[src/sv/normalized_difference_stats_defines.svh]
// Assertion macros for the normalized difference statistics block.
// Each assumes clk and rst_n are visible where it is used.
`ifndef NORMALIZED_DIFFERENCE_STATS_DEFINES_SVH
`define NORMALIZED_DIFFERENCE_STATS_DEFINES_SVH

`ifndef ASSERT_OFF
`define NDS_ASSERT(label, ante, cons, msg) \
    label: assert property (@(posedge clk) disable iff (!rst_n) (ante) |-> (cons)) \
        else $error(msg);
`define NDS_ASSERT_NEXT(label, ante, cons, msg) \
    label: assert property (@(posedge clk) disable iff (!rst_n) (ante) |=> (cons)) \
        else $error(msg);
`else
`define NDS_ASSERT(label, ante, cons, msg)
`define NDS_ASSERT_NEXT(label, ante, cons, msg)
`endif

`endif

[src/sv/ndstat_pkg.sv]
`timescale 1ns / 1ps

package ndstat_pkg;

    localparam int SAMPLE_BITS_DEF       = 16;
    localparam int FRAME_PIXELS_LOG2_DEF = 22;
    localparam int FRACTION_BITS_DEF     = 14;

    localparam int ADDR_W = 3;
    localparam logic [ADDR_W-1:0] REG_SUM_THRESHOLD = 3'd0;

    typedef enum logic [2:0] {
        ST_IDLE,
        ST_SETUP,
        ST_ND_DIV,
        ST_ACC,
        ST_MEAN,
        ST_ABS_DIV,
        ST_RAT_DIV,
        ST_FINISH
    } state_t;

    typedef struct packed {
        logic add;
        logic clear;
    } acc_ctl_t;

    // dividend width: widest of the two frame totals
    function automatic int dvd_width(int s, int l, int f);
        int abs_w;
        int rat_w;
        abs_w = s + l;
        rat_w = f + 2 + l;
        return (abs_w > rat_w) ? abs_w : rat_w;
    endfunction

    // divisor width: band sum or valid count
    function automatic int dvs_width(int s, int l);
        return ((s + 1) > (l + 1)) ? (s + 1) : (l + 1);
    endfunction

endpackage

[src/sv/ndstat_if.sv]
`timescale 1ns / 1ps

interface ndstat_pix_if #(
    parameter int SAMPLE_BITS = ndstat_pkg::SAMPLE_BITS_DEF
);
    logic                   valid;
    logic                   ready;
    logic [SAMPLE_BITS-1:0] sample_a;
    logic [SAMPLE_BITS-1:0] sample_b;
    logic                   frame_last;

    modport source (output valid, sample_a, sample_b, frame_last, input ready);
    modport sink   (input valid, sample_a, sample_b, frame_last, output ready);
endinterface

interface ndstat_res_if #(
    parameter int SAMPLE_BITS   = ndstat_pkg::SAMPLE_BITS_DEF,
    parameter int FRACTION_BITS = ndstat_pkg::FRACTION_BITS_DEF
);
    logic                            valid;
    logic                            ready;
    logic signed [FRACTION_BITS+1:0] nd_value;
    logic                            pixel_valid;
    logic                            frame_done;
    logic [SAMPLE_BITS-1:0]          mean_abs_diff;
    logic signed [FRACTION_BITS+1:0] mean_ratio;

    modport source (output valid, nd_value, pixel_valid, frame_done, mean_abs_diff,
                    mean_ratio, input ready);
    modport sink   (input valid, nd_value, pixel_valid, frame_done, mean_abs_diff,
                    mean_ratio, output ready);
endinterface

[src/sv/normalized_difference_stats.sv]
`timescale 1ns / 1ps
// Channel  Dir  Handshake        Word
// pix      in   valid / ready    sample_a, sample_b, frame_last
// res      out  valid / ready    nd_value, pixel_valid, frame_done, mean_abs_diff, mean_ratio
// apb      in   psel / penable   sum_threshold at address 0
//
// Pixel with band sum above threshold: its nd value comes from the bit-serial
// restoring divider, one quotient bit per cycle.
// Pixel at or below threshold: no division, nd value zero.
// Last pixel of a frame adds the two mean divisions through the same divider,
// skipped when no pixel was valid.
// A finished word waits in the output register; pix is taken again meanwhile.
// rst_n clears threshold, frame totals, state and output valid.

module normalized_difference_stats #(
    parameter int SAMPLE_BITS       = ndstat_pkg::SAMPLE_BITS_DEF,
    parameter int FRAME_PIXELS_LOG2 = ndstat_pkg::FRAME_PIXELS_LOG2_DEF,
    parameter int FRACTION_BITS     = ndstat_pkg::FRACTION_BITS_DEF,
    localparam int DATA_W = ((SAMPLE_BITS + 1) > 32) ? 64 : 32
) (
    input  logic                          clk,
    input  logic                          rst_n,
    input  logic                          psel,
    input  logic                          penable,
    input  logic                          pwrite,
    input  logic [ndstat_pkg::ADDR_W-1:0] paddr,
    input  logic [DATA_W-1:0]             pwdata,
    output logic [DATA_W-1:0]             prdata,
    output logic                          pready,
    ndstat_pix_if.sink                    pix,
    ndstat_res_if.source                  res
);
    import ndstat_pkg::*;

    localparam int S        = SAMPLE_BITS;
    localparam int F        = FRACTION_BITS;
    localparam int THR_W    = S + 1;
    localparam int ABS_W    = S + FRAME_PIXELS_LOG2;
    localparam int RAT_W    = F + 2 + FRAME_PIXELS_LOG2;
    localparam int CNT_W    = FRAME_PIXELS_LOG2 + 1;
    localparam int ND_W     = F + 2;
    localparam int DVD_W    = dvd_width(S, FRAME_PIXELS_LOG2, F);
    localparam int DVS_W    = dvs_width(S, FRAME_PIXELS_LOG2);
    localparam int REM_W    = DVS_W + 1;
    localparam int IT_W     = $clog2(DVD_W + 1);
    localparam int ADDR_LSB = (DATA_W == 64) ? 3 : 2;

    localparam logic [IT_W-1:0]  ND_ITERS   = IT_W'(F + 1);
    localparam logic [IT_W-1:0]  MEAN_ITERS = IT_W'(DVD_W);
    localparam logic [DVD_W-1:0] ONE_Q      = DVD_W'(1) << F;

    // config register
    logic [THR_W-1:0] thr_reg;
    logic             addr_hit;

    assign addr_hit = (paddr >> ADDR_LSB) == REG_SUM_THRESHOLD;
    assign pready   = 1'b1;
    assign prdata   = addr_hit ? DATA_W'(thr_reg) : '0;

    always_ff @(posedge clk or negedge rst_n)
    begin
        if (!rst_n)
        begin
            thr_reg <= '0;
        end
        else if (psel && penable && pwrite && addr_hit)
        begin
            thr_reg <= pwdata[THR_W-1:0];
        end
    end

    // datapath state
    state_t state_reg, state_next;

    logic [S-1:0]           a_reg, a_next;
    logic [S-1:0]           b_reg, b_next;
    logic                   last_reg, last_next;
    logic [S-1:0]           diff_reg, diff_next;
    logic                   neg_reg, neg_next;
    logic                   valid_reg, valid_next;
    logic signed [ND_W-1:0] nd_reg, nd_next;
    logic [S-1:0]           mabs_reg, mabs_next;
    logic signed [ND_W-1:0] mrat_reg, mrat_next;

    logic                   res_valid_reg, res_valid_next;
    logic signed [ND_W-1:0] res_nd_reg, res_nd_next;
    logic                   res_pv_reg, res_pv_next;
    logic                   res_fd_reg, res_fd_next;
    logic [S-1:0]           res_mabs_reg, res_mabs_next;
    logic signed [ND_W-1:0] res_mrat_reg, res_mrat_next;

    // pixel arithmetic
    logic [THR_W-1:0] sum_c;
    logic [S-1:0]     diff_c;
    logic             neg_c;
    logic             valid_c;

    assign sum_c   = {1'b0, a_reg} + {1'b0, b_reg};
    assign neg_c   = a_reg < b_reg;
    assign diff_c  = neg_c ? (b_reg - a_reg) : (a_reg - b_reg);
    assign valid_c = sum_c > thr_reg;

    // divider
    logic             div_start;
    logic [IT_W-1:0]  div_iters;
    logic [REM_W-1:0] div_rem;
    logic [DVD_W-1:0] div_dvd;
    logic [DVS_W-1:0] div_dvs;
    logic             div_busy;
    logic             div_done;
    logic [DVD_W-1:0] div_quo;

    ndstat_div #(
        .SAMPLE_BITS       (SAMPLE_BITS),
        .FRAME_PIXELS_LOG2 (FRAME_PIXELS_LOG2),
        .FRACTION_BITS     (FRACTION_BITS)
    ) u_div (
        .clk      (clk),
        .rst_n    (rst_n),
        .start    (div_start),
        .iters    (div_iters),
        .rem_init (div_rem),
        .dividend (div_dvd),
        .divisor  (div_dvs),
        .busy     (div_busy),
        .done     (div_done),
        .quotient (div_quo)
    );

    // frame totals
    acc_ctl_t         acc_ctl;
    logic [ABS_W-1:0] abs_total;
    logic [RAT_W-1:0] ratio_total;
    logic [CNT_W-1:0] valid_total;

    ndstat_acc #(
        .SAMPLE_BITS       (SAMPLE_BITS),
        .FRAME_PIXELS_LOG2 (FRAME_PIXELS_LOG2),
        .FRACTION_BITS     (FRACTION_BITS)
    ) u_acc (
        .clk         (clk),
        .rst_n       (rst_n),
        .ctl         (acc_ctl),
        .diff        (diff_reg),
        .nd          (nd_reg),
        .abs_total   (abs_total),
        .ratio_total (ratio_total),
        .valid_total (valid_total)
    );

    logic             rat_neg;
    logic [RAT_W-1:0] rat_mag;
    logic [F:0]       q_nd;
    logic [S-1:0]     q_abs_sat;
    logic [F:0]       q_rat_sat;
    logic             res_free;

    assign rat_neg   = ratio_total[RAT_W-1];
    assign rat_mag   = rat_neg ? (~ratio_total + RAT_W'(1)) : ratio_total;
    assign q_nd      = div_quo[F:0];
    assign q_abs_sat = (div_quo[DVD_W-1:S] != '0) ? {S{1'b1}} : div_quo[S-1:0];
    assign q_rat_sat = (div_quo > ONE_Q) ? ONE_Q[F:0] : div_quo[F:0];
    assign res_free  = !res_valid_reg || res.ready;

    always_comb
    begin
        state_next     = state_reg;
        a_next         = a_reg;
        b_next         = b_reg;
        last_next      = last_reg;
        diff_next      = diff_reg;
        neg_next       = neg_reg;
        valid_next     = valid_reg;
        nd_next        = nd_reg;
        mabs_next      = mabs_reg;
        mrat_next      = mrat_reg;
        res_valid_next = res_valid_reg;
        res_nd_next    = res_nd_reg;
        res_pv_next    = res_pv_reg;
        res_fd_next    = res_fd_reg;
        res_mabs_next  = res_mabs_reg;
        res_mrat_next  = res_mrat_reg;
        div_start      = 1'b0;
        div_iters      = MEAN_ITERS;
        div_rem        = '0;
        div_dvd        = DVD_W'(abs_total);
        div_dvs        = DVS_W'(valid_total);
        acc_ctl        = '0;
        pix.ready      = 1'b0;

        if (res_valid_reg && res.ready)
        begin
            res_valid_next = 1'b0;
        end

        unique case (state_reg)
            ST_IDLE:
            begin
                pix.ready = 1'b1;
                if (pix.valid)
                begin
                    a_next     = pix.sample_a;
                    b_next     = pix.sample_b;
                    last_next  = pix.frame_last;
                    state_next = ST_SETUP;
                end
            end
            ST_SETUP:
            begin
                diff_next  = diff_c;
                neg_next   = neg_c;
                valid_next = valid_c;
                if (valid_c)
                begin
                    // prefix diff>>1 is below the sum, so start there
                    div_start  = 1'b1;
                    div_iters  = ND_ITERS;
                    div_rem    = REM_W'(diff_c[S-1:1]);
                    div_dvd    = {diff_c[0], {(DVD_W-1){1'b0}}};
                    div_dvs    = DVS_W'(sum_c);
                    state_next = ST_ND_DIV;
                end
                else
                begin
                    nd_next    = '0;
                    state_next = ST_ACC;
                end
            end
            ST_ND_DIV:
            begin
                if (div_done)
                begin
                    nd_next    = neg_reg ? -$signed({1'b0, q_nd}) : $signed({1'b0, q_nd});
                    state_next = ST_ACC;
                end
            end
            ST_ACC:
            begin
                acc_ctl.add = valid_reg;
                state_next  = last_reg ? ST_MEAN : ST_FINISH;
            end
            ST_MEAN:
            begin
                if (valid_total == '0)
                begin
                    mabs_next  = '0;
                    mrat_next  = '0;
                    state_next = ST_FINISH;
                end
                else
                begin
                    div_start  = 1'b1;
                    state_next = ST_ABS_DIV;
                end
            end
            ST_ABS_DIV:
            begin
                if (div_done)
                begin
                    mabs_next  = q_abs_sat;
                    div_start  = 1'b1;
                    div_dvd    = DVD_W'(rat_mag);
                    state_next = ST_RAT_DIV;
                end
            end
            ST_RAT_DIV:
            begin
                if (div_done)
                begin
                    mrat_next  = rat_neg ? -$signed({1'b0, q_rat_sat})
                                         : $signed({1'b0, q_rat_sat});
                    state_next = ST_FINISH;
                end
            end
            ST_FINISH:
            begin
                if (res_free)
                begin
                    res_valid_next = 1'b1;
                    res_nd_next    = nd_reg;
                    res_pv_next    = valid_reg;
                    res_fd_next    = last_reg;
                    res_mabs_next  = last_reg ? mabs_reg : '0;
                    res_mrat_next  = last_reg ? mrat_reg : '0;
                    acc_ctl.clear  = last_reg;
                    state_next     = ST_IDLE;
                end
            end
            default:
            begin
                state_next = ST_IDLE;
            end
        endcase
    end

    always_ff @(posedge clk or negedge rst_n)
    begin
        if (!rst_n)
        begin
            state_reg     <= ST_IDLE;
            res_valid_reg <= 1'b0;
        end
        else
        begin
            state_reg     <= state_next;
            res_valid_reg <= res_valid_next;
        end
    end

    always_ff @(posedge clk)
    begin
        a_reg        <= a_next;
        b_reg        <= b_next;
        last_reg     <= last_next;
        diff_reg     <= diff_next;
        neg_reg      <= neg_next;
        valid_reg    <= valid_next;
        nd_reg       <= nd_next;
        mabs_reg     <= mabs_next;
        mrat_reg     <= mrat_next;
        res_nd_reg   <= res_nd_next;
        res_pv_reg   <= res_pv_next;
        res_fd_reg   <= res_fd_next;
        res_mabs_reg <= res_mabs_next;
        res_mrat_reg <= res_mrat_next;
    end

    assign res.valid         = res_valid_reg;
    assign res.nd_value      = res_nd_reg;
    assign res.pixel_valid   = res_pv_reg;
    assign res.frame_done    = res_fd_reg;
    assign res.mean_abs_diff = res_mabs_reg;
    assign res.mean_ratio    = res_mrat_reg;

`include "normalized_difference_stats_defines.svh"

    `NDS_ASSERT(a_div_idle_on_start, div_start, !div_busy, "divider restarted while busy")
    `NDS_ASSERT(a_invalid_nd_zero, res.valid && !res.pixel_valid, res.nd_value == '0, "nd nonzero on invalid pixel")
    `NDS_ASSERT(a_means_only_on_done, res.valid && !res.frame_done, res.mean_abs_diff == '0 && res.mean_ratio == '0, "means nonzero off frame end")
    `NDS_ASSERT_NEXT(a_accept_to_setup, pix.valid && pix.ready, state_reg == ST_SETUP, "accepted word not processed")

endmodule

[src/sv/ndstat_div.sv]
`timescale 1ns / 1ps

module ndstat_div #(
    parameter int SAMPLE_BITS       = ndstat_pkg::SAMPLE_BITS_DEF,
    parameter int FRAME_PIXELS_LOG2 = ndstat_pkg::FRAME_PIXELS_LOG2_DEF,
    parameter int FRACTION_BITS     = ndstat_pkg::FRACTION_BITS_DEF,
    localparam int DVD_W = ndstat_pkg::dvd_width(SAMPLE_BITS, FRAME_PIXELS_LOG2,
                                                 FRACTION_BITS),
    localparam int DVS_W = ndstat_pkg::dvs_width(SAMPLE_BITS, FRAME_PIXELS_LOG2),
    localparam int REM_W = DVS_W + 1,
    localparam int IT_W  = $clog2(DVD_W + 1)
) (
    input  logic             clk,
    input  logic             rst_n,
    input  logic             start,
    input  logic [IT_W-1:0]  iters,
    input  logic [REM_W-1:0] rem_init,
    input  logic [DVD_W-1:0] dividend,
    input  logic [DVS_W-1:0] divisor,
    output logic             busy,
    output logic             done,
    output logic [DVD_W-1:0] quotient
);
    import ndstat_pkg::*;

    logic             busy_reg, busy_next;
    logic             done_reg, done_next;
    logic [IT_W-1:0]  cnt_reg, cnt_next;
    logic [REM_W-1:0] rem_reg, rem_next;
    logic [DVD_W-1:0] dvd_reg, dvd_next;
    logic [DVD_W-1:0] quo_reg, quo_next;
    logic [DVS_W-1:0] dvs_reg, dvs_next;

    logic [REM_W-1:0] rem_sh;
    logic [REM_W:0]   trial;
    logic             ge;

    // restoring step: one quotient bit per cycle
    assign rem_sh = {rem_reg[REM_W-2:0], dvd_reg[DVD_W-1]};
    assign trial  = {1'b0, rem_sh} - {2'b00, dvs_reg};
    assign ge     = ~trial[REM_W];

    always_comb
    begin
        busy_next = busy_reg;
        done_next = 1'b0;
        cnt_next  = cnt_reg;
        rem_next  = rem_reg;
        dvd_next  = dvd_reg;
        quo_next  = quo_reg;
        dvs_next  = dvs_reg;
        if (start)
        begin
            busy_next = 1'b1;
            cnt_next  = iters;
            rem_next  = rem_init;
            dvd_next  = dividend;
            quo_next  = '0;
            dvs_next  = divisor;
        end
        else if (busy_reg)
        begin
            rem_next = ge ? trial[REM_W-1:0] : rem_sh;
            dvd_next = {dvd_reg[DVD_W-2:0], 1'b0};
            quo_next = {quo_reg[DVD_W-2:0], ge};
            cnt_next = cnt_reg - IT_W'(1);
            if (cnt_reg == IT_W'(1))
            begin
                busy_next = 1'b0;
                done_next = 1'b1;
            end
        end
    end

    always_ff @(posedge clk or negedge rst_n)
    begin
        if (!rst_n)
        begin
            busy_reg <= 1'b0;
            done_reg <= 1'b0;
            cnt_reg  <= '0;
        end
        else
        begin
            busy_reg <= busy_next;
            done_reg <= done_next;
            cnt_reg  <= cnt_next;
        end
    end

    always_ff @(posedge clk)
    begin
        rem_reg <= rem_next;
        dvd_reg <= dvd_next;
        quo_reg <= quo_next;
        dvs_reg <= dvs_next;
    end

    assign busy     = busy_reg;
    assign done     = done_reg;
    assign quotient = quo_reg;

endmodule

[src/sv/ndstat_acc.sv]
`timescale 1ns / 1ps

module ndstat_acc #(
    parameter int SAMPLE_BITS       = ndstat_pkg::SAMPLE_BITS_DEF,
    parameter int FRAME_PIXELS_LOG2 = ndstat_pkg::FRAME_PIXELS_LOG2_DEF,
    parameter int FRACTION_BITS     = ndstat_pkg::FRACTION_BITS_DEF,
    localparam int ABS_W = SAMPLE_BITS + FRAME_PIXELS_LOG2,
    localparam int RAT_W = FRACTION_BITS + 2 + FRAME_PIXELS_LOG2,
    localparam int CNT_W = FRAME_PIXELS_LOG2 + 1,
    localparam int ND_W  = FRACTION_BITS + 2
) (
    input  logic                    clk,
    input  logic                    rst_n,
    input  ndstat_pkg::acc_ctl_t    ctl,
    input  logic [SAMPLE_BITS-1:0]  diff,
    input  logic signed [ND_W-1:0]  nd,
    output logic [ABS_W-1:0]        abs_total,
    output logic [RAT_W-1:0]        ratio_total,
    output logic [CNT_W-1:0]        valid_total
);
    import ndstat_pkg::*;

    logic [ABS_W-1:0] abs_reg, abs_next;
    logic [RAT_W-1:0] rat_reg, rat_next;
    logic [CNT_W-1:0] cnt_reg, cnt_next;

    always_comb
    begin
        abs_next = abs_reg;
        rat_next = rat_reg;
        cnt_next = cnt_reg;
        priority if (ctl.clear)
        begin
            abs_next = '0;
            rat_next = '0;
            cnt_next = '0;
        end
        else if (ctl.add)
        begin
            abs_next = abs_reg + {{FRAME_PIXELS_LOG2{1'b0}}, diff};
            rat_next = rat_reg + {{FRAME_PIXELS_LOG2{nd[ND_W-1]}}, nd};
            cnt_next = cnt_reg + CNT_W'(1);
        end
    end

    always_ff @(posedge clk or negedge rst_n)
    begin
        if (!rst_n)
        begin
            abs_reg <= '0;
            rat_reg <= '0;
            cnt_reg <= '0;
        end
        else
        begin
            abs_reg <= abs_next;
            rat_reg <= rat_next;
            cnt_reg <= cnt_next;
        end
    end

    assign abs_total   = abs_reg;
    assign ratio_total = rat_reg;
    assign valid_total = cnt_reg;

endmodule

[src/flat_wrapper.sv]
// flat-port wrapper written by rule: the top's interface ports become plain ports
module normalized_difference_stats_flat import ndstat_pkg::*;
#(
    parameter int SAMPLE_BITS       = ndstat_pkg::SAMPLE_BITS_DEF,
    parameter int FRAME_PIXELS_LOG2 = ndstat_pkg::FRAME_PIXELS_LOG2_DEF,
    parameter int FRACTION_BITS     = ndstat_pkg::FRACTION_BITS_DEF,
    localparam int DATA_W = ((SAMPLE_BITS + 1) > 32) ? 64 : 32
)
  (clk, rst_n, psel, penable, pwrite, paddr, pwdata, prdata, pready, pix_valid, pix_sample_a, pix_sample_b, pix_frame_last, pix_ready, res_valid, res_nd_value, res_pixel_valid, res_frame_done, res_mean_abs_diff, res_mean_ratio, res_ready);
  ndstat_pix_if #(.SAMPLE_BITS(SAMPLE_BITS)) pix_i ();
  ndstat_res_if #(.SAMPLE_BITS(SAMPLE_BITS), .FRACTION_BITS(FRACTION_BITS)) res_i ();
  input  logic clk;
  input  logic rst_n;
  input  logic psel;
  input  logic penable;
  input  logic pwrite;
  input  logic [ndstat_pkg::ADDR_W-1:0] paddr;
  input  logic [DATA_W-1:0] pwdata;
  output logic [DATA_W-1:0] prdata;
  output logic pready;
  input wire logic [$bits(pix_i.valid)-1:0] pix_valid;
  input wire logic [$bits(pix_i.sample_a)-1:0] pix_sample_a;
  input wire logic [$bits(pix_i.sample_b)-1:0] pix_sample_b;
  input wire logic [$bits(pix_i.frame_last)-1:0] pix_frame_last;
  output wire logic [$bits(pix_i.ready)-1:0] pix_ready;
  output wire logic [$bits(res_i.valid)-1:0] res_valid;
  output wire logic [$bits(res_i.nd_value)-1:0] res_nd_value;
  output wire logic [$bits(res_i.pixel_valid)-1:0] res_pixel_valid;
  output wire logic [$bits(res_i.frame_done)-1:0] res_frame_done;
  output wire logic [$bits(res_i.mean_abs_diff)-1:0] res_mean_abs_diff;
  output wire logic [$bits(res_i.mean_ratio)-1:0] res_mean_ratio;
  input wire logic [$bits(res_i.ready)-1:0] res_ready;
  assign pix_i.valid = pix_valid;
  assign pix_i.sample_a = pix_sample_a;
  assign pix_i.sample_b = pix_sample_b;
  assign pix_i.frame_last = pix_frame_last;
  assign pix_ready = pix_i.ready;
  assign res_valid = res_i.valid;
  assign res_nd_value = res_i.nd_value;
  assign res_pixel_valid = res_i.pixel_valid;
  assign res_frame_done = res_i.frame_done;
  assign res_mean_abs_diff = res_i.mean_abs_diff;
  assign res_mean_ratio = res_i.mean_ratio;
  assign res_i.ready = res_ready;
  normalized_difference_stats #(.SAMPLE_BITS(SAMPLE_BITS), .FRAME_PIXELS_LOG2(FRAME_PIXELS_LOG2), .FRACTION_BITS(FRACTION_BITS)) u_core (.clk(clk), .rst_n(rst_n), .psel(psel), .penable(penable), .pwrite(pwrite), .paddr(paddr), .pwdata(pwdata), .prdata(prdata), .pready(pready), .pix(pix_i), .res(res_i));
endmodule
[config.mk]
export PLATFORM = sky130hd
export DESIGN_NAME = normalized_difference_stats_flat
export DESIGN_NICKNAME = d
export VERILOG_FILES = /design/src/sv/ndstat_pkg.sv /design/src/sv/ndstat_if.sv /design/src/sv/normalized_difference_stats.sv /design/src/sv/ndstat_div.sv /design/src/sv/ndstat_acc.sv /design/src/flat_wrapper.sv
export VERILOG_INCLUDE_DIRS = /design/src /design/src/sv
export SDC_FILE = /design/constraint.sdc
export NUM_CORES = 1
export LEC_CHECK = 0
export BUFFER_PORTS_ARGS = -buffer_cell sky130_fd_sc_hd__buf_2
export CAP_MARGIN = 20
export CORE_UTILIZATION = 62
export DETAILED_ROUTE_END_ITERATION = 10
export HOLD_SLACK_MARGIN = 0.03
export PLACE_DENSITY = 0.88
export SYNTH_ARGS = -nofsm -noshare
export SYNTH_HDL_FRONTEND = slang
export SYNTH_SLANG_ARGS = --single-unit
[constraint.sdc]
create_clock -name clk -period 11.62 [get_ports clk]
set_input_delay 2.324 -clock clk [delete_from_list [all_inputs] [get_ports clk]]
set_output_delay 2.324 -clock clk [all_outputs]
set_load 0.01 [all_outputs]
# After elaboration in Yosys (flattened, before gate mapping)
# Cells that the tools add are included.
[totals]
latchBits = 0
regBits = 399
mem_count = 0
mem_bits_rw = 0
romBits = 0
[op_classes]
mul = 0
div_mod_pow = 0
shift = 0
n_eq_ne = 15
addsub = 11
n_lt_le_gt_ge = 3
n_reduce_logical = 21
bitwise = 2
n_mux = 63
[op_table]
columns = ["op", "count"]
rows = [
  ["38-bit 2-to-1 mux", 9],
  ["23-bit 2-to-1 mux", 8],
  ["16-bit 2-to-1 mux", 9],
  ["16-bit case mux with 2 select lines", 3],
  ["38-bit case mux with 2 select lines", 1],
  ["38-bit by 1-bit adder with 38-bit output, second input constant", 1],
  ["38-bit by 16-bit adder with 38-bit output", 1],
  ["38-bit adder", 1],
  ["38-bit by 15-bit greater-than comparator with 1-bit output, second input constant", 1],
  ["38-bit NOT", 1],
  ["15-bit negator with 16-bit output", 2],
  ["16-bit subtractor", 2],
  ["15-bit 2-to-1 mux", 2],
  ["24-bit by 23-bit subtractor with 25-bit output", 1],
  ["6-bit 2-to-1 mux", 4],
  ["3-bit case mux with 8 select lines", 1],
  ["23-bit by 1-bit adder with 23-bit output, second input constant", 1],
  ["23-bit logical NOT", 1],
  ["22-bit nonzero test", 1],
  ["16-bit by 16-bit adder with 17-bit output", 1],
  ["17-bit greater-than comparator", 1],
  ["1-bit 2-to-1 mux", 17],
  ["17-bit 2-to-1 mux", 1],
  ["16-bit < comparator", 1],
  ["19 further kinds", 44],
]

# Longest topological paths before layout
# Gate-level depths: netlist of run 1.
[logic_depth]
word_depth = 6
mapped_depth = 22

# By module
# A second synthesis of run 1 with hierarchy kept.
[unflattened]
hier_cells = 2466
hier_area_um2 = 24607.4
[modules_own_cells]
columns = ["module", "area_each_um2", "cells_each", "n_inst", "seq_area_each_um2"]
rows = [
  ["normalized_difference_stats", 11247.0, 1138, 1, 4999.8],
  ["ndstat_acc", 6998.0, 788, 1, 2477.4],
  ["ndstat_div", 6362.4, 540, 1, 3483.3],
]

# Worst setup path before layout of run 1
# No wires, ideal clock.
[synth_timing]
path_kind = "reg-to-reg"
from = "register u_core.a_reg[2]"
to = "register u_core.u_div.dvd_reg[0] (enable)"
stages_incl_launch_ff = 20
setup_time_ps = 675
required_time_ps = 10945
path_slack_ps = 5672
synth_period_minus_slack_ps = 5948
n_path_buf = 2
t_arrival_ps = 5272
path_cell_list = "edfxtp_1 -> ha_1 -> clkbuf_1 -> o21bai_1 -> a21oi_1 -> o21bai_1 -> a221oi_1 -> nand2b_1 -> a21oi_1 -> o22a_1 -> a221o_1 -> ha_1 -> and3_1 -> nand4_1 -> or4_1 -> nand3b_1 -> a21oi_1 -> o21bai_1 -> clkbuf_1 -> nand2b_1"
[synth_between]
elab_chain_len = 5
[synth_lines]
columns = ["item", "line_no", "rtl"]
rows = [
  ["start, declared", "normalized_difference_stats.sv:75", "logic [S-1:0] a_reg, a_next;"],
  ["start signal, assigned", "normalized_difference_stats.sv:312", "a_reg <= a_next;"],
  ["16-bit by 16-bit adder with 17-bit output", "normalized_difference_stats.sv:98", "assign sum_c = {1'b0, a_reg} + {1'b0, b_reg};"],
  ["17-bit greater-than comparator", "normalized_difference_stats.sv:101", "assign valid_c = sum_c > thr_reg;"],
  ["1-bit 2-to-1 mux", "normalized_difference_stats.sv:213", "if (valid_c)"],
  ["1-bit case mux with 3 select lines", "normalized_difference_stats.sv:196", "unique case (state_reg)"],
  ["2-bit nonzero test (no source line)", "n/a", ""],
  ["end signal, assigned", "ndstat_div.sv:94", "dvd_reg <= dvd_next;"],
  ["end, declared", "ndstat_div.sv:30", "logic [DVD_W-1:0] dvd_reg, dvd_next;"],
]
# Every way passes these cells.
# A chain may end at the register's enable or synchronous reset.

# Final worst setup path of run 1
[layout_timing]
from = "register u_core.a_reg[2]"
to = "register u_core.u_div.cnt_reg[5]"
[layout_between]
elab_chain_len = 5
[layout_lines]
columns = ["item", "line_no", "rtl"]
rows = [
  ["16-bit by 16-bit adder with 17-bit output (*)", "normalized_difference_stats.sv:98", ""],
  ["17-bit greater-than comparator (*)", "normalized_difference_stats.sv:101", ""],
  ["1-bit 2-to-1 mux or 6-bit 2-to-1 mux (tied branches)", "normalized_difference_stats.sv:213", ""],
  ["1-bit case mux with 3 select lines or 6-bit 2-to-1 mux (tied branches)", "normalized_difference_stats.sv:196", ""],
  ["6-bit 2-to-1 mux or 2-bit nonzero test (tied branches)", "n/a", ""],
  ["end signal, assigned", "ndstat_div.sv:87", "cnt_reg <= cnt_next;"],
  ["end, declared", "ndstat_div.sv:28", "logic [IT_W-1:0] cnt_reg, cnt_next;"],
]
# Every way passes the cells marked *; elsewhere a longest branch is shown, timed or not.

==> results of run 1 <==
## final cells by class
cell class,count,area share (%)
well taps,511,2.42
clock inverters,30,1.54
flip-flops and latches,399,41.6
clock buffers,50,4.18
multi-input cells,1813,45.3
inverters,129,1.84
repair buffers,151,3.13
## cells by family after synthesis
| kind of cell | synth area share [%] |
|---|---|
| AO/OA/AOI/OAI | 15.3 |
| XOR/XNOR | 6.59 |
| adder cells (fa/ha/maj) | 8.19 |
| buffers and inverters | 4.54 |
| flip-flops | 45.8 |
| multiplexers | 3.70 |
| other | 0.0314 |
| AND/OR/NAND/NOR | 15.8 |
## layer usage
| layer | GRT usage (%) | part of all wire [%] |
|---|---|---|
| met3 | 5.04 | 7.5 |
| met1 | 37.5 | 41 |
| met5 | 0 | 0.012 |
| met4 | 12.3 | 3.6 |
| met2 | 50.0 | 48 |
## how the worst min path moves through the flow
stage,from,to,slack (ns),depth (start not counted)
2_1_floorplan,u_core.nd_reg[0],u_core.res.nd_value[0],0.43,0
3_3_place_gp,u_core.nd_reg[11],u_core.res.nd_value[11],0.46,0
3_5_place_dp,u_core.nd_reg[11],u_core.res.nd_value[11],0.46,0
4_1_cts,u_core.nd_reg[11],u_core.res.nd_value[11],0.47,0
5_1_grt,u_core.nd_reg[11],u_core.res.nd_value[11],0.48,0
6_report,u_core.nd_reg[11],u_core.res.nd_value[11],0.47,0
## report_power, final
| group | total, mW | switching (mW) | internal (mW) |
|---|---|---|---|
| combinational | 0.0964 | 0.0562 | 0.0403 |
| clock | 1.46 | 0.589 | 0.867 |
| sequential | 1.51 | 0.00661 | 1.50 |
## cell usage in the layout, fill, tap and decap left out, drive strengths merged, types with 38 or more instances in the layout
cell	synthesis	routed
ha	147	147
nor3	45	45
buf	34	151
a21oi	126	126
xor2	93	93
o21ai	162	162
xnor2	87	87
and2	45	45
nand3	44	44
dfrtp	128	128
dfxtp	38	38
nand2	224	224
mux2i	57	57
a21o	42	42
clkbuf	106	50
nor2	270	270
edfxtp	233	233
inv	129	130
==> impl_metrics.py, run 1 <==
metrics = {
    "outcome": {
        "run_status": "finished, final reports clean",
    },
    "synthesis": {
        "syn_avg_cell_area_um2": 9.69,
        "ys_seq_area_share_pct": 45.8,
        "synthArstFlopShare_pct": 32.1,
        "synth_top_cell_area_share_pct": 29.3,
        "yosysMostFrequentCell": "nor2_1",
        "synth_edf_count": 233,
        "synth_top_area_cell": "edfxtp_1",
        "ys_ff_latch": 399,
        "yosys-top-cells-area": "edfxtp_1, dfrtp_1, ha_1, nor2_1, nand2_1",
        "synthTopCellsByCount": "nor2_1, edfxtp_1, nand2_1",
        "ys_dominant_reg_cell": "edfxtp_1",
        "syn_area_um2": 23900,
        "yosys_warnings": 0,
        "synth_cells": 2467,
        "ys_types": 80,
    },
    "grt": {
        "grt_pass1_vias": 18604,
        "gr-usage-all-layers_pct": 29.5,
        "overflow": 0,
        "grt_antenna_before_repair": 2,
        "grt_pass1_wl_um": 92300,
        "grt_start_max_net_pins": 76,
    },
    "worst_setup_path": {
        "path_buf_inv": 3,
        "endpoint": "u_core.u_div.cnt_reg[5]",
        "start_kind": "flip-flop",
        "cp.arrival_ns": 7.06,
        "cp_slowest_cell": "or4_1",
        "reg2reg_setup_slack_ns": 5.05,
        "critical_path.startpoint": "u_core.a_reg[2]",
        "reg2reg_depth": 21,
        "crit_required_ns": 12.11,
        "path_class": "reg2reg",
        "cp-end-kind": "flip-flop",
        "rr_startpoint": "u_core.a_reg[2]",
        "path_max_fanout": 75,
        "reg2reg_to": "u_core.u_div.cnt_reg[5]",
        "max_stage_delay_ns": 0.66,
        "path_common_cell": "a21oi_1",
        "crit_family": "compound AO/OA/AOI/OAI gates",
        "path_cells": "ha_1, o21bai_1, a21oi_1, o21bai_1, a221oi_1, nand2b_1, a21oi_1, o22a_1, a221o_1, ha_1, and3_1, nand4_1, or4_1, nand3b_1, a21oi_1, o21bai_4, buf_4, inv_2, buf_4, o22a_1, o22ai_1",
        "cp.depth": 21,
    },
    "layout": {
        "fillers": 2786,
        "multi_input_area_um2": 12000,
        "seqCellArea_um2": 11000,
        "syn_to_final_growth_pct": 10.3,
        "post-route-util_pct": 69.7,
        "instances_no_fill": 3083,
        "drive_gt1_share_pct": 10.8,
        "diodes": 0,
        "final_area_um2": 26400,
        "fin_nets": 2765,
    },
    "timing": {
        "timing.final.ws_setup_ns": 5.05,
        "max_freq_ghz": 0.152,
        "hold_viol": 0,
        "setup_viol": 0,
        "tightestPinTransition_ns": 0.992,
        "skew_ns": 0.0196,
        "hold_slack_ns": 0.472,
        "slew_viol_final": 0,
        "slew_headroom_pct": 33.9,
        "tns_ns": 0,
        "fin_crit_sh_pct": 56.5,
        "rsz0062_at_grt": "false",
        "fin_crit_ns": 6.57,
    },
    "pwr": {
        "finalPower_mw": 3.06,
        "peakVddDrop_mv": 0.109,
        "power.leakage_nw": 10.3,
        "pwr_density_cell_nw_per_um2": 116,
    },
    "routing": {
        "totalWireLength_um": 57600,
        "vias_per_cell": 6.16,
        "drt_iter0_markers": 1762,
        "ant_nets": 0,
        "wl_per_cell_um": 18.7,
        "drtPass1Iterations": 8,
        "vias": 18982,
        "drc": 0,
    },
    "placement": {
        "gp_congestion": 0.925,
        "port_buffers": 126,
        "dp.cells": 3002,
        "placed_area_um2": 24900,
        "dp_hpwl_um": 40200,
        "place_ws_ns": 5.20,
    },
    "worst_hold_path": {
        "min_path_type": "reg2reg",
    },
    "die": {
        "ios": 160,
        "die_h_um": 198,
        "dieWidth_um": 198,
        "start_util_pct": 63.2,
        "dieArea_um2": 39400,
        "num_rows": 71,
        "fp.coreArea_um2": 37800,
    },
    "cts": {
        "clk-insertion-delay-late_ns": 0.59,
        "cts.clk_slew.worst_paths_ns": 0.06,
        "cts.sinks": 399,
        "cts.htree.levels": 2,
        "cts_tree": "built",
        "clockBufferDepth": 3,
        "cts_hold_buffers": 0,
        "ctsRootBufferMaster": "clkbuf_16",
        "postCtsSetupRepairBufs": 0,
        "cts_resized": 0,
        "cts_buffers": 43,
    },
    "job": {
        "maxCapViolations": 0,
    },
}
Power figures use the tool's default switching activity.
==> inputs of run 2 (changes only) <==
==> constraint.sdc (replaced) <==
create_clock -name clk -period 6.6 [get_ports clk]
set_input_delay 1.32 -clock clk [delete_from_list [all_inputs] [get_ports clk]]
set_output_delay 1.32 -clock clk [all_outputs]
set_load 0.01 [all_outputs]
==> run 2 against run 1 <==
Combinational power grew 72%. Fmax grew 14%. Register-to-register slack lost 4.2 ns. Highest routed layer is now met4. Power grew 71%. Count of clock-buffer cells in the layout grew 4. First-iteration DRC count shrank 11%. Flip-flop and latch count is the same. Via count grew 0.60%. Cell count is essentially flat. Clock skew grew 0.0099 ns.
==> impl_metrics.py, run 2 (synthesis gave the netlist of run 1 again) <==
metrics = {
    "outcome": {
        "run_status": "finished, final reports clean",
    },
    "placement": {
        "dp_hpwl_um": 40100,
        "gp_congestion": 0.930,
        "port_buffers": 126,
        "dp.cells": 3001,
    },
    "worst_setup_path": {
        "path_buf_inv": 1,
        "crit_family": "compound AO/OA/AOI/OAI gates",
        "path_max_fanout": 39,
        "start_kind": "flip-flop",
        "path_cells": "ha_1, o21bai_1, a21oi_1, o21bai_1, a221oi_1, nand2b_1, a21oi_1, o22a_1, a221o_1, ha_1, and3_1, nand4_1, or4_1, nand3b_1, a21oi_1, o21bai_4, nand2b_2, buf_4",
        "cp-end-kind": "flip-flop",
        "crit_required_ns": 6.92,
        "path_common_cell": "a21oi_1",
        "path_class": "reg2reg",
        "cp.arrival_ns": 6.06,
        "max_stage_delay_ns": 0.66,
        "cp_slowest_cell": "or4_1",
    },
    "die": {
        "start_util_pct": 63.2,
        "ios": 160,
        "dieWidth_um": 198,
        "dieArea_um2": 39400,
        "die_h_um": 198,
        "num_rows": 71,
        "fp.coreArea_um2": 37800,
    },
    "timing": {
        "fin_crit_sh_pct": 87.0,
        "skew_ns": 0.0295,
        "setup_viol": 0,
        "fin_crit_ns": 5.74,
        "max_freq_ghz": 0.174,
        "tightestPinTransition_ns": 1.02,
        "slew_headroom_pct": 32.0,
        "tns_ns": 0,
        "slew_viol_final": 0,
        "hold_viol": 0,
        "rsz0062_at_grt": "false",
    },
    "layout": {
        "seqCellArea_um2": 11000,
        "layout_commonest_cell": "nor2_1",
        "multi_input_area_um2": 12000,
        "diodes": 0,
        "fin_nets": 2764,
        "fillers": 2719,
        "drive_gt1_share_pct": 10.8,
        "layout_common_cells": "nor2_1, edfxtp_1, nand2_1",
        "syn_to_final_growth_pct": 9.99,
        "instances_no_fill": 3081,
    },
    "grt": {
        "grt_pass1_wl_um": 91400,
        "overflow": 0,
        "grt_start_max_net_pins": 93,
        "grtUsageMet3_pct": 4.58,
        "grt_antenna_before_repair": 0,
        "grt_use_met1_pct": 37.6,
        "gr-usage-all-layers_pct": 29.2,
        "groute.layer.met2.usage_pct": 49.2,
        "grt_pass1_vias": 18233,
        "busiest_layer": "met2",
    },
    "routing": {
        "totalWireLength_um": 57400,
        "vias": 19096,
        "vias_per_cell": 6.20,
        "drc": 0,
        "drt_iter0_markers": 1566,
        "wl_per_cell_um": 18.6,
        "drtPass1Iterations": 7,
        "ant_nets": 0,
    },
    "job": {
        "maxCapViolations": 0,
    },
    "worst_hold_path": {
        "min_path_type": "reg2reg",
    },
    "cts": {
        "cts_tree": "built",
        "clk-insertion-delay-late_ns": 0.60,
        "postCtsSetupRepairBufs": 0,
        "cts.sinks": 399,
        "cts_hold_buffers": 0,
        "clockBufferDepth": 3,
        "ctsRootBufferMaster": "clkbuf_16",
        "cts_buffers": 42,
        "cts.htree.levels": 2,
        "cts_resized": 0,
        "cts.clk_slew.worst_paths_ns": 0.06,
    },
    "pwr": {
        "pwr_density_cell_nw_per_um2": 198,
        "finalPower_mw": 5.22,
        "peakVddDrop_mv": 0.231,
        "power.leakage_nw": 10.3,
    },
}
[run 2: metal layers]
layer  up-vias  wire, um
met2       885     27700
met1      9144     23400
met3       143      4340
li1       8924         -
met5         -         0
met4         0      1960
[run 2: final cells by class]
class | count | area share [%]
flip-flops and latches | 399 | 41.7
clock inverters | 24 | 0.999
inverters | 129 | 1.84
repair buffers | 151 | 3.22
well taps | 511 | 2.43
multi-input cells | 1813 | 45.4
clock buffers | 54 | 4.40
[run 2: final timing paths]
kind	from	endpoint	slack [ns]	depth (start not counted)
max	u_core.a_reg[2]	u_core.u_div.rem_reg[13]	0.86	18
max reg2reg	u_core.a_reg[2]	u_core.u_div.rem_reg[13]	0.86	18
max in group asynchronous	rst_n	u_core.thr_reg[0]	4.34	2
min	u_core.nd_reg[11]	u_core.res.nd_value[11]	0.47	0
min reg2reg	u_core.nd_reg[11]	u_core.res.nd_value[11]	0.47	0
min in group asynchronous	rst_n	u_core.u_acc.ratio_total[25]	0.87	1
[run 2: metrics by stage]
| step | utilization [%] | worst slack, ns | instance area, um^2 | hold slack [ns] |
|---|---|---|---|---|
| final | 69.5 | 0.859 | 26300 | 0.473 |
| after global routing | 69.5 | 0.521 | 26300 | 0.492 |
| after CTS | 69.4 | 0.888 | 26300 | 0.478 |
| after detailed placement | 65.7 | 0.902 | 24800 | 0.466 |
| after global placement | 65.7 | 0.948 | 24800 | 0.458 |
| after floorplan | - | 0.652 | 24000 | 0.431 |
[run 2: power breakdown]
part	internal, mW	switching, mW	leakage, nW
Combinational	0.0704	0.0959	6.25
Sequential	2.64	0.0130	3.37
Clock	1.38	1.02	0.682
